==> src/rnp_pkg.sv <==
package rnp_pkg;

  localparam int unsigned ChanW = 8;
  localparam int unsigned SqW = 2 * ChanW;
  localparam int unsigned DistW = SqW + 2;
  localparam int unsigned SumW = ChanW + 2;
  localparam int unsigned LvlW = 3;
  localparam int unsigned GreyKW = 5;
  localparam int unsigned GreySteps = 24;
  localparam int unsigned GreyBase = 232;
  localparam int unsigned CubeBase = 16;
  localparam int unsigned GreyStart = 8;
  localparam int unsigned GreyStep = 10;
  localparam int unsigned PipeDepth = 7;

  typedef logic [ChanW-1:0] chan_t;
  typedef logic [LvlW-1:0] lvl_t;
  typedef logic [SqW-1:0] sq_t;
  typedef logic [DistW-1:0] dist_t;
  typedef logic [GreyKW-1:0] greyk_t;

  // Nearest cube level for one channel; a value exactly between two levels
  // takes the lower one.
  function automatic lvl_t chan_level(input chan_t c);
    lvl_t l;
    if (c >= chan_t'(236)) l = lvl_t'(5);
    else if (c >= chan_t'(196)) l = lvl_t'(4);
    else if (c >= chan_t'(156)) l = lvl_t'(3);
    else if (c >= chan_t'(116)) l = lvl_t'(2);
    else if (c >= chan_t'(48)) l = lvl_t'(1);
    else l = lvl_t'(0);
    return l;
  endfunction

  function automatic chan_t level_value(input lvl_t l);
    chan_t v;
    unique case (l)
      lvl_t'(0): v = chan_t'(0);
      lvl_t'(1): v = chan_t'(95);
      lvl_t'(2): v = chan_t'(135);
      lvl_t'(3): v = chan_t'(175);
      lvl_t'(4): v = chan_t'(215);
      default: v = chan_t'(255);
    endcase
    return v;
  endfunction

  function automatic chan_t abs_diff(input chan_t a, input chan_t b);
    return (a > b) ? chan_t'(a - b) : chan_t'(b - a);
  endfunction

endpackage

==> src/rgb_nearest_256_palette_index_top.sv <==
// Throughput: one pixel per cycle unless stalled; cube and grey searches
// run as parallel six-stage pipelines, followed by one select stage.
// A stalled output freezes every stage, so nothing is lost or repeated.
// Reset (synchronous, active high) clears the valid bits only.
module rgb_nearest_256_palette_index_top (
  input  logic           clk,
  input  logic           rst,
  input  logic           in_valid,
  output logic           in_stall,
  input  rnp_pkg::chan_t red,
  input  rnp_pkg::chan_t green,
  input  rnp_pkg::chan_t blue,
  output logic           out_valid,
  input  logic           out_stall,
  output rnp_pkg::chan_t palette_index
);

  logic [rnp_pkg::PipeDepth-2:0] vld;
  logic en;
  rnp_pkg::dist_t cube_dist, grey_lo, grey_hi, grey_dist;
  rnp_pkg::chan_t cube_index, grey_index;
  rnp_pkg::greyk_t grey_k;

  assign en = !out_valid || !out_stall;
  assign in_stall = !en;

  rnp_cube_path u_cube (
    .clk      (clk),
    .en       (en),
    .red      (red),
    .green    (green),
    .blue     (blue),
    .distance (cube_dist),
    .index    (cube_index)
  );

  rnp_grey_path u_grey (
    .clk     (clk),
    .en      (en),
    .red     (red),
    .green   (green),
    .blue    (blue),
    .dist_lo (grey_lo),
    .dist_hi (grey_hi),
    .k_lo    (grey_k)
  );

  always_comb begin
    if (grey_hi < grey_lo) begin
      grey_dist = grey_hi;
      grey_index = rnp_pkg::chan_t'(rnp_pkg::GreyBase) + rnp_pkg::chan_t'(grey_k)
                 + rnp_pkg::chan_t'(1);
    end else begin
      grey_dist = grey_lo;
      grey_index = rnp_pkg::chan_t'(rnp_pkg::GreyBase) + rnp_pkg::chan_t'(grey_k);
    end
  end

  always_ff @(posedge clk) begin
    if (rst) begin
      vld <= '0;
      out_valid <= 1'b0;
    end else if (en) begin
      vld <= {vld[rnp_pkg::PipeDepth-3:0], in_valid};
      out_valid <= vld[rnp_pkg::PipeDepth-2];
    end
  end

  always_ff @(posedge clk) begin
    if (en) begin
      palette_index <= (grey_dist < cube_dist) ? grey_index : cube_index;
    end
  end

endmodule

==> src/rnp_cube_path.sv <==
module rnp_cube_path (
  input  logic               clk,
  input  logic               en,
  input  rnp_pkg::chan_t     red,
  input  rnp_pkg::chan_t     green,
  input  rnp_pkg::chan_t     blue,
  output rnp_pkg::dist_t     distance,
  output rnp_pkg::chan_t     index
);

  rnp_pkg::lvl_t lvl_r, lvl_g, lvl_b;
  rnp_pkg::chan_t r1, g1, b1;
  rnp_pkg::chan_t dr, dg, db;
  rnp_pkg::sq_t sr, sg, sb;
  rnp_pkg::dist_t d4, d5;
  rnp_pkg::chan_t idx1, idx2, idx3, idx4, idx5;
  rnp_pkg::chan_t idx_next;

  assign idx_next = rnp_pkg::chan_t'(rnp_pkg::CubeBase)
                  + rnp_pkg::chan_t'(36) * rnp_pkg::chan_t'(rnp_pkg::chan_level(red))
                  + rnp_pkg::chan_t'(6) * rnp_pkg::chan_t'(rnp_pkg::chan_level(green))
                  + rnp_pkg::chan_t'(rnp_pkg::chan_level(blue));

  always_ff @(posedge clk) begin
    if (en) begin
      lvl_r <= rnp_pkg::chan_level(red);
      lvl_g <= rnp_pkg::chan_level(green);
      lvl_b <= rnp_pkg::chan_level(blue);
      r1 <= red;
      g1 <= green;
      b1 <= blue;
      idx1 <= idx_next;
      dr <= rnp_pkg::abs_diff(rnp_pkg::level_value(lvl_r), r1);
      dg <= rnp_pkg::abs_diff(rnp_pkg::level_value(lvl_g), g1);
      db <= rnp_pkg::abs_diff(rnp_pkg::level_value(lvl_b), b1);
      idx2 <= idx1;
      sr <= dr * dr;
      sg <= dg * dg;
      sb <= db * db;
      idx3 <= idx2;
      d4 <= rnp_pkg::dist_t'(sr) + rnp_pkg::dist_t'(sg) + rnp_pkg::dist_t'(sb);
      idx4 <= idx3;
      d5 <= d4;
      idx5 <= idx4;
      distance <= d5;
      index <= idx5;
    end
  end

endmodule

==> src/rnp_grey_path.sv <==
module rnp_grey_path (
  input  logic               clk,
  input  logic               en,
  input  rnp_pkg::chan_t     red,
  input  rnp_pkg::chan_t     green,
  input  rnp_pkg::chan_t     blue,
  output rnp_pkg::dist_t     dist_lo,
  output rnp_pkg::dist_t     dist_hi,
  output rnp_pkg::greyk_t    k_lo
);

  localparam int unsigned ThermW = rnp_pkg::GreySteps - 2;

  logic [rnp_pkg::SumW-1:0] sum1;
  logic [ThermW-1:0] therm;
  rnp_pkg::chan_t r1, g1, b1, r2, g2, b2, r3, g3, b3;
  rnp_pkg::greyk_t k3, k4, k5;
  rnp_pkg::chan_t vlo, vhi;
  rnp_pkg::chan_t dlr, dlg, dlb, dhr, dhg, dhb;
  rnp_pkg::sq_t slr, slg, slb, shr, shg, shb;
  logic [ThermW-1:0] therm_next;
  rnp_pkg::greyk_t k_next;

  always_comb begin
    for (int j = 0; j < ThermW; j++) begin
      therm_next[j] = sum1 >= rnp_pkg::SumW'(3 * rnp_pkg::GreyStart
                                             + 3 * rnp_pkg::GreyStep * (j + 1));
    end
    k_next = rnp_pkg::greyk_t'($countones(therm));
  end

  always_ff @(posedge clk) begin
    if (en) begin
      sum1 <= rnp_pkg::SumW'(red) + rnp_pkg::SumW'(green) + rnp_pkg::SumW'(blue);
      r1 <= red;
      g1 <= green;
      b1 <= blue;
      therm <= therm_next;
      r2 <= r1;
      g2 <= g1;
      b2 <= b1;
      k3 <= k_next;
      vlo <= rnp_pkg::chan_t'(rnp_pkg::GreyStart)
           + rnp_pkg::chan_t'(rnp_pkg::GreyStep) * rnp_pkg::chan_t'(k_next);
      vhi <= rnp_pkg::chan_t'(rnp_pkg::GreyStart + rnp_pkg::GreyStep)
           + rnp_pkg::chan_t'(rnp_pkg::GreyStep) * rnp_pkg::chan_t'(k_next);
      r3 <= r2;
      g3 <= g2;
      b3 <= b2;
      dlr <= rnp_pkg::abs_diff(vlo, r3);
      dlg <= rnp_pkg::abs_diff(vlo, g3);
      dlb <= rnp_pkg::abs_diff(vlo, b3);
      dhr <= rnp_pkg::abs_diff(vhi, r3);
      dhg <= rnp_pkg::abs_diff(vhi, g3);
      dhb <= rnp_pkg::abs_diff(vhi, b3);
      k4 <= k3;
      slr <= dlr * dlr;
      slg <= dlg * dlg;
      slb <= dlb * dlb;
      shr <= dhr * dhr;
      shg <= dhg * dhg;
      shb <= dhb * dhb;
      k5 <= k4;
      dist_lo <= rnp_pkg::dist_t'(slr) + rnp_pkg::dist_t'(slg) + rnp_pkg::dist_t'(slb);
      dist_hi <= rnp_pkg::dist_t'(shr) + rnp_pkg::dist_t'(shg) + rnp_pkg::dist_t'(shb);
      k_lo <= k5;
    end
  end

endmodule

==> config.mk <==
export PLATFORM = sky130hd
export DESIGN_NAME = rgb_nearest_256_palette_index_top
export DESIGN_NICKNAME = d
export VERILOG_FILES = /design/src/rnp_pkg.sv /design/src/rgb_nearest_256_palette_index_top.sv /design/src/rnp_cube_path.sv /design/src/rnp_grey_path.sv
export SDC_FILE = /design/constraint.sdc
export NUM_CORES = 2
export LEC_CHECK = 0
export BUFFER_PORTS_ARGS = -buffer_cell sky130_fd_sc_hd__buf_2
export CORE_MARGIN = 3
export CORE_UTILIZATION = 47
export DETAILED_ROUTE_END_ITERATION = 7
export GPL_ROUTABILITY_DRIVEN = 1
export HOLD_SLACK_MARGIN = 0.15
export PLACE_DENSITY = 0.62
export SETUP_SLACK_MARGIN = 0.1
export SLEW_MARGIN = 20
export SYNTH_ARGS = -nofsm -noshare
export SYNTH_HDL_FRONTEND = slang
export SYNTH_SLANG_ARGS = --single-unit
==> constraint.sdc <==
create_clock -name clk -period 17.65 [get_ports clk]
set_input_delay 0.8825 -clock clk [delete_from_list [all_inputs] [get_ports clk]]
set_output_delay 0.8825 -clock clk [all_outputs]
set_load 0.1 [all_outputs]
Yosys cells after proc, flatten, opt, wreduce, memory -nomap -nowiden
Cells that the tools add are included.
{"block": "classes", "n_mul": 12, "muxes": 33, "n_eq_ne": 12, "magnitude_cmp": 48, "n_reduce_logical": 7, "n_addsub": 54}
{"operator": "multiplier 8 x 8 -> 16 bit", "count": 9}
{"operator": "subtractor 8 bit", "count": 18}
{"operator": "case mux 8 bit (5 select lines)", "count": 3}
{"operator": "2-to-1 mux 8 bit", "count": 14}
{"operator": "greater-or-equal comparator 10 x 9 -> 1 bit (second input constant)", "count": 9}
{"operator": "greater-or-equal comparator 8 bit (second input constant)", "count": 9}
{"operator": "greater-than comparator 8 bit", "count": 9}
{"operator": "greater-or-equal comparator 10 bit (second input constant)", "count": 6}
{"operator": "adder 18 x 16 -> 18 bit", "count": 3}
{"operator": "adder 16 x 16 -> 17 bit", "count": 3}
{"operator": "adder 5 bit", "count": 10}
{"operator": "greater-or-equal comparator 10 x 8 -> 1 bit (second input constant)", "count": 4}
{"operator": "less-than comparator 18 bit", "count": 2}
{"operator": "2-to-1 mux 3 bit", "count": 12}
{"operator": "greater-or-equal comparator 8 x 6 -> 1 bit (second input constant)", "count": 3}
{"operator": "greater-or-equal comparator 8 x 7 -> 1 bit (second input constant)", "count": 3}
{"operator": "adder 1 x 1 -> 2 bit", "count": 11}
{"operator": "greater-or-equal comparator 10 x 7 -> 1 bit (second input constant)", "count": 2}
{"operator": "equality test 3 x 2 -> 1 bit (second input constant)", "count": 6}
{"operator": "2-to-1 mux 18 bit", "count": 1}
{"operator": "adder 5 x 8 -> 8 bit (first input constant)", "count": 2}
{"operator": "adder 10 x 8 -> 10 bit", "count": 1}
{"operator": "greater-or-equal comparator 10 x 6 -> 1 bit (second input constant)", "count": 1}
{"operator": "adder 8 x 8 -> 9 bit", "count": 1}
{"operator": "other kinds (14)", "count": 24}
{"block": "word_totals", "output_inout_bits": 10, "input_bits": 28, "ff_bits": 518, "wordCells": 218}

Depth between registers and ports, before layout
{"block": "depth", "ltp_word": 10, "depth_mapped": 19}

Modules after synthesis
From an unflattened synthesis, not the netlist that was laid out.
{"block": "hier_totals", "hier_cells": 3714, "area_unflattened_um2": 41715.0}
{"module": "rnp_grey_path", "area_each_um2": 25373.1, "seq_area_each_um2": 9038.7, "instances": 1, "cells_per_inst": 2254}
{"module": "rnp_cube_path", "area_each_um2": 14450.1, "seq_area_each_um2": 6095.8, "instances": 1, "cells_per_inst": 1248}
{"module": "rgb_nearest_256_palette_index_top", "area_each_um2": 1891.8, "seq_area_each_um2": 380.4, "instances": 1, "cells_per_inst": 212}

Worst setup path after synthesis
OpenSTA, ideal clock, no wires.
{"block": "synth_timing", "path_type": "input to output", "from": "in out_stall", "to": "out in_stall", "path_slack_ns": -0.804, "required_ns": 16.767, "cell_stages": 2, "arrival_time_ns": 17.571, "path_cell_list": "nand2_1 -> clkinv_1"}
{"block": "synth_between", "elab_chain_cells": 3}
{"item": "from (decl)", "line_no": "rgb_nearest_256_palette_index_top.sv:14", "text": "input logic out_stall,"}
{"item": "logical NOT 1 bit", "line_no": "rgb_nearest_256_palette_index_top.sv:24", "text": "assign en = !out_valid || !out_stall;"}
{"item": "logical OR 1 bit", "line_no": "rgb_nearest_256_palette_index_top.sv:24"}
{"item": "logical NOT 1 bit", "line_no": "rgb_nearest_256_palette_index_top.sv:25", "text": "assign in_stall = !en;"}
{"item": "to (decl)", "line_no": "rgb_nearest_256_palette_index_top.sv:9", "text": "output logic in_stall,"}
Every way passes these cells.

Worst setup path in the final report
{"block": "layout_timing", "from": "reg u_grey.therm[1]", "to": "reg u_grey.vlo[7], data pin"}
{"block": "layout_between", "elab_chain_cells": 7}
{"item": "from (decl)", "line_no": "rnp_grey_path.sv:15", "text": "logic [ThermW-1:0] therm;"}
{"item": "from (signal assigned)", "line_no": "rnp_grey_path.sv:38", "text": "therm <= therm_next;"}
{"item": "adder 1 x 1 -> 2 bit (implied by the code)", "line_no": "rnp_grey_path.sv:29", "text": "k_next = rnp_pkg::greyk_t'($countones(therm));"}
{"item": "adder 5 bit (implied by the code) (4 in series)", "line_no": "rnp_grey_path.sv:29"}
{"item": "via u_grey.k_next[3]", "line_no": "rnp_grey_path.sv:22", "text": "rnp_pkg::greyk_t k_next;"}
{"item": "multiplier 3 x 5 -> 7 bit", "line_no": "rnp_grey_path.sv:44", "text": "+ rnp_pkg::chan_t'(rnp_pkg::GreyStep) * rnp_pkg::chan_t'(k_next);"}
{"item": "adder 4 x 8 -> 8 bit", "line_no": "rnp_grey_path.sv:44"}
{"item": "to (signal assigned)", "line_no": "rnp_grey_path.sv:43", "text": "vlo <= rnp_pkg::chan_t'(rnp_pkg::GreyStart)"}
{"item": "to (decl)", "line_no": "rnp_grey_path.sv:18", "text": "rnp_pkg::chan_t vlo, vhi;"}
The timed path passes the listed nets, and every way through them passes these cells.
A chain may end at the register's enable or synchronous reset.

==> results.py <==
metrics = {
    "outcome": {
        "status": "complete, no violations",
    },
    "sta": {
        "relSlewSlack_pct": 27.91,
        "worst_pin_slew_ps": 1081,
        "fmax_ghz": 0.1835,
        "fin_crit_ps": 5449,
        "setup-violations-final": 0,
        "hold_viol_final": 0,
        "drv_slew": 0,
        "rsz0062_at_grt": "no",
        "finalCritPeriodShare_pct": 30.87,
        "skew_ps": 33.93,
        "fin_setup_tns_ps": 0,
    },
    "worst_setup_path": {
        "critPathLaunch": "u_grey.therm[1]$_DFFE_PN_",
        "worst_ep_arrival_time_ps": 5820,
        "r2r-start": "u_grey.therm[1]$_DFFE_PN_",
        "cpLargestDelayFamily": "adder cells",
        "cp.required_ps": 18020,
        "crit_path_max_fanout": 4,
        "critPathMostFrequentCell": "fa_1",
        "slowest_stage": "fa_1",
        "worst_setup_path_end_kind": "register",
        "critPathKind": "register to register",
        "crit_chain": "ha_1 > inv_1 > fa_1 > fa_1 > inv_1 > fa_1 > fa_1 > ha_1 > fa_1 > xor2_1 > ha_1 > ha_1 > fa_1 > xor2_1 > nand3_1 > xor2_1",
        "critPathMaxStageDelay_ps": 540,
        "crit_buf_inv": 2,
        "start_kind": "register",
    },
    "layout": {
        "syn_to_final_growth_pct": 8.107,
        "stdcell_count": 5092,
        "nets": 4756,
        "drive_above_1_share_pct": 4.801,
        "fillers": 7745,
        "diodes": 0,
        "post-route-util_pct": 51.64,
        "multi_input_area_mm2": 0.02466,
        "ff_latch_area_mm2": 0.01482,
    },
    "cts": {
        "cts-htree-levels": 2,
        "cts_tree": "done",
        "clock_latency_ps": 640,
        "clockBufferDepth": 3,
        "path_clk_slew_ps": 60,
        "numCtsBuffers": 56,
        "cts_resized": 0,
        "post_cts_buffers": 0,
        "hold_buffers": 0,
        "ctsRootBufferMaster": "clkbuf_16",
        "clkSinkCount": 496,
    },
    "synthesis": {
        "yosysWarnings": 0,
        "synth_seq_cells": 496,
        "synth_area_per_cell_um2": 10.82,
        "synth_seq_area_share_pct": 35.49,
        "synth_top_area_share_pct": 35.16,
        "yosysUniqueCellTypes": 77,
        "yosysTopAreaCell": "edfxtp_1",
        "synth_cells": 3861,
        "synth_edf_count": 489,
        "synth_flop_cell": "edfxtp_1",
        "synthTopCellsByArea": "edfxtp_1 (35%), ha_1 (17%), fa_1 (13%), inv_1 (4.8%), xnor2_1 (4.6%)",
        "async_reset_ff_share_pct": 0,
        "synth.cell_area_mm2": 0.04177,
    },
    "drt": {
        "drtAntennaViolNets": 0,
        "drt-pass1-iter-count": 6,
        "via_count": 26640,
        "drt_iter0_drc": 1452,
        "drt-wirelength-per-cell_um": 16.13,
        "wl_mm": 82.13,
        "drc": 0,
        "viasPerCell": 5.232,
    },
    "floorplanning": {
        "io_pins": 38,
        "rows": 108,
        "die_w_um": 304.1,
        "core_area_mm2": 0.08743,
        "start_util_pct": 47.77,
        "dieArea_mm2": 0.09248,
        "die_h_um": 304.1,
    },
    "global_routing": {
        "grt_pass1_wl_mm": 136.5,
        "grt_antenna_before_repair": 0,
        "grt_usage_pct": 17.96,
        "grt_overflow": 0,
        "grt_max_degree": 184,
        "grt_pass1_vias": 26760,
    },
    "place": {
        "dp_hpwl_mm": 64.77,
        "dp.cells": 4989,
        "place_congestion": 0.8741,
        "portBuffers": 37,
    },
    "hold_path": {
        "min_from": "u_cube.idx5[4]$_DFFE_PN_",
        "hold_class": "register to register",
    },
    "run": {
        "max_cap_viol_count": 0,
    },
}
## metrics by stage
step | hold WS [ps] | instance area [µm²] | worst slack [ps]
after floorplan | 400.3 | 41770 | 6212
after global placement | 400.4 | 43190 | 12280
after detailed placement | 404.5 | 43190 | 12170
after CTS | 415.8 | 45150 | 12160
after global routing | 418.9 | 45150 | 11890
final | 414.3 | 45150 | 12200
## layout by cell type (no fill, tap or decap), types with 41 or more instances in the layout
cell type  count
xnor2_1      217
a21oi_1      219
clkbuf_16     56
fa_1         268
nor3_1        61
nor2b_1       55
o21ai_0       90
and2_1       157
a21o_1        87
nand2b_1      41
xor2_1        77
edfxtp_1     489
nand2_1      228
nor2_1       192
inv_1        537
nand3_1       45
ha_1         568
## Yosys cell counts (6+ instances only)
cell type	number
a21boi_0	8
or3_1	19
and2_1	157
a221oi_2	6
o211ai_1	19
and3_1	20
buf_2	12
inv_1	537
clkbuf_1	53
nor2_1	192
xor2_1	77
a21o_1	87
o21ai_1	33
nor2b_1	55
o21bai_1	32
a221o_1	6
ha_1	568
xnor2_1	217
nor4_1	14
or2_2	12
o22a_1	6
o31ai_1	7
nand2_1	229
a31oi_1	23
a21oi_1	219
edfxtp_1	489
nand2b_1	41
o21a_1	38
nand4_1	14
fa_1	268
a211oi_1	38
mux2_2	22
nand3_1	45
o21ai_0	90
o211a_1	6
dfxtp_1	7
mux2i_1	28
mux2_1	22
nor3_1	61
## kinds of logic after synthesis
group,share of synthesized area [%]
flip-flops,35.49
buffers and inverters,5.518
AO/OA/AOI/OAI,10.73
adder cells (fa/ha/maj),29.86
other,0.008979
XOR/XNOR,6.165
AND/OR/NAND/NOR,10.19
multiplexers,2.037
## cell type report
cell class                      instances  area share [%]
Multi-Input combinational cell       2758           54.61
Sequential cell                       496           32.83
Inverter                              540           4.489
Tap cell                             1155           3.201
Clock buffer                           62           3.153
Clock inverter                         41           1.197
Timing Repair Buffer                   40          0.5154
## per-layer routing
metal / global-route usage (%) / wire (µm) / vias up
met4: 4.856 / 2118 / 0
met3: 1.928 / 2508 / 113
met5: 0 / 0 / -
met2: 29.95 / 38500 / 372
li1: - / - / 13410
met1: 25.00 / 39000 / 12750
## registers in the layout, indices dropped and copies added (netlist names), 10 cells and up
name and flops:
u_grey.sum1 10, u_cube.sg 15, u_grey.dist_hi 18, u_grey.slg 14
u_cube.sr 15, u_cube.sb 15, u_grey.shb 15, u_grey.slb 14
u_cube.d5 18, u_grey.shg 15, u_grey.slr 15, u_grey.dist_lo 16
u_cube.d4 18, u_cube.distance 18, u_grey.therm 22, u_grey.shr 14
## worst paths after layout
check	endpoint	slack [ps]	cells past startpoint
worst min-delay path	u_cube.index[4]$_DFFE_PN_	410	0
worst min register to register	u_cube.index[4]$_DFFE_PN_	410	0
worst max register to register	u_grey.vlo[7]$_DFFE_PN_	12200	16
worst max-delay path	u_grey.vlo[7]$_DFFE_PN_	12200	16
Power is left out: the tool's default activity adds up to more than one toggle a clock period on the data nets, which glitch-free logic cannot reach.
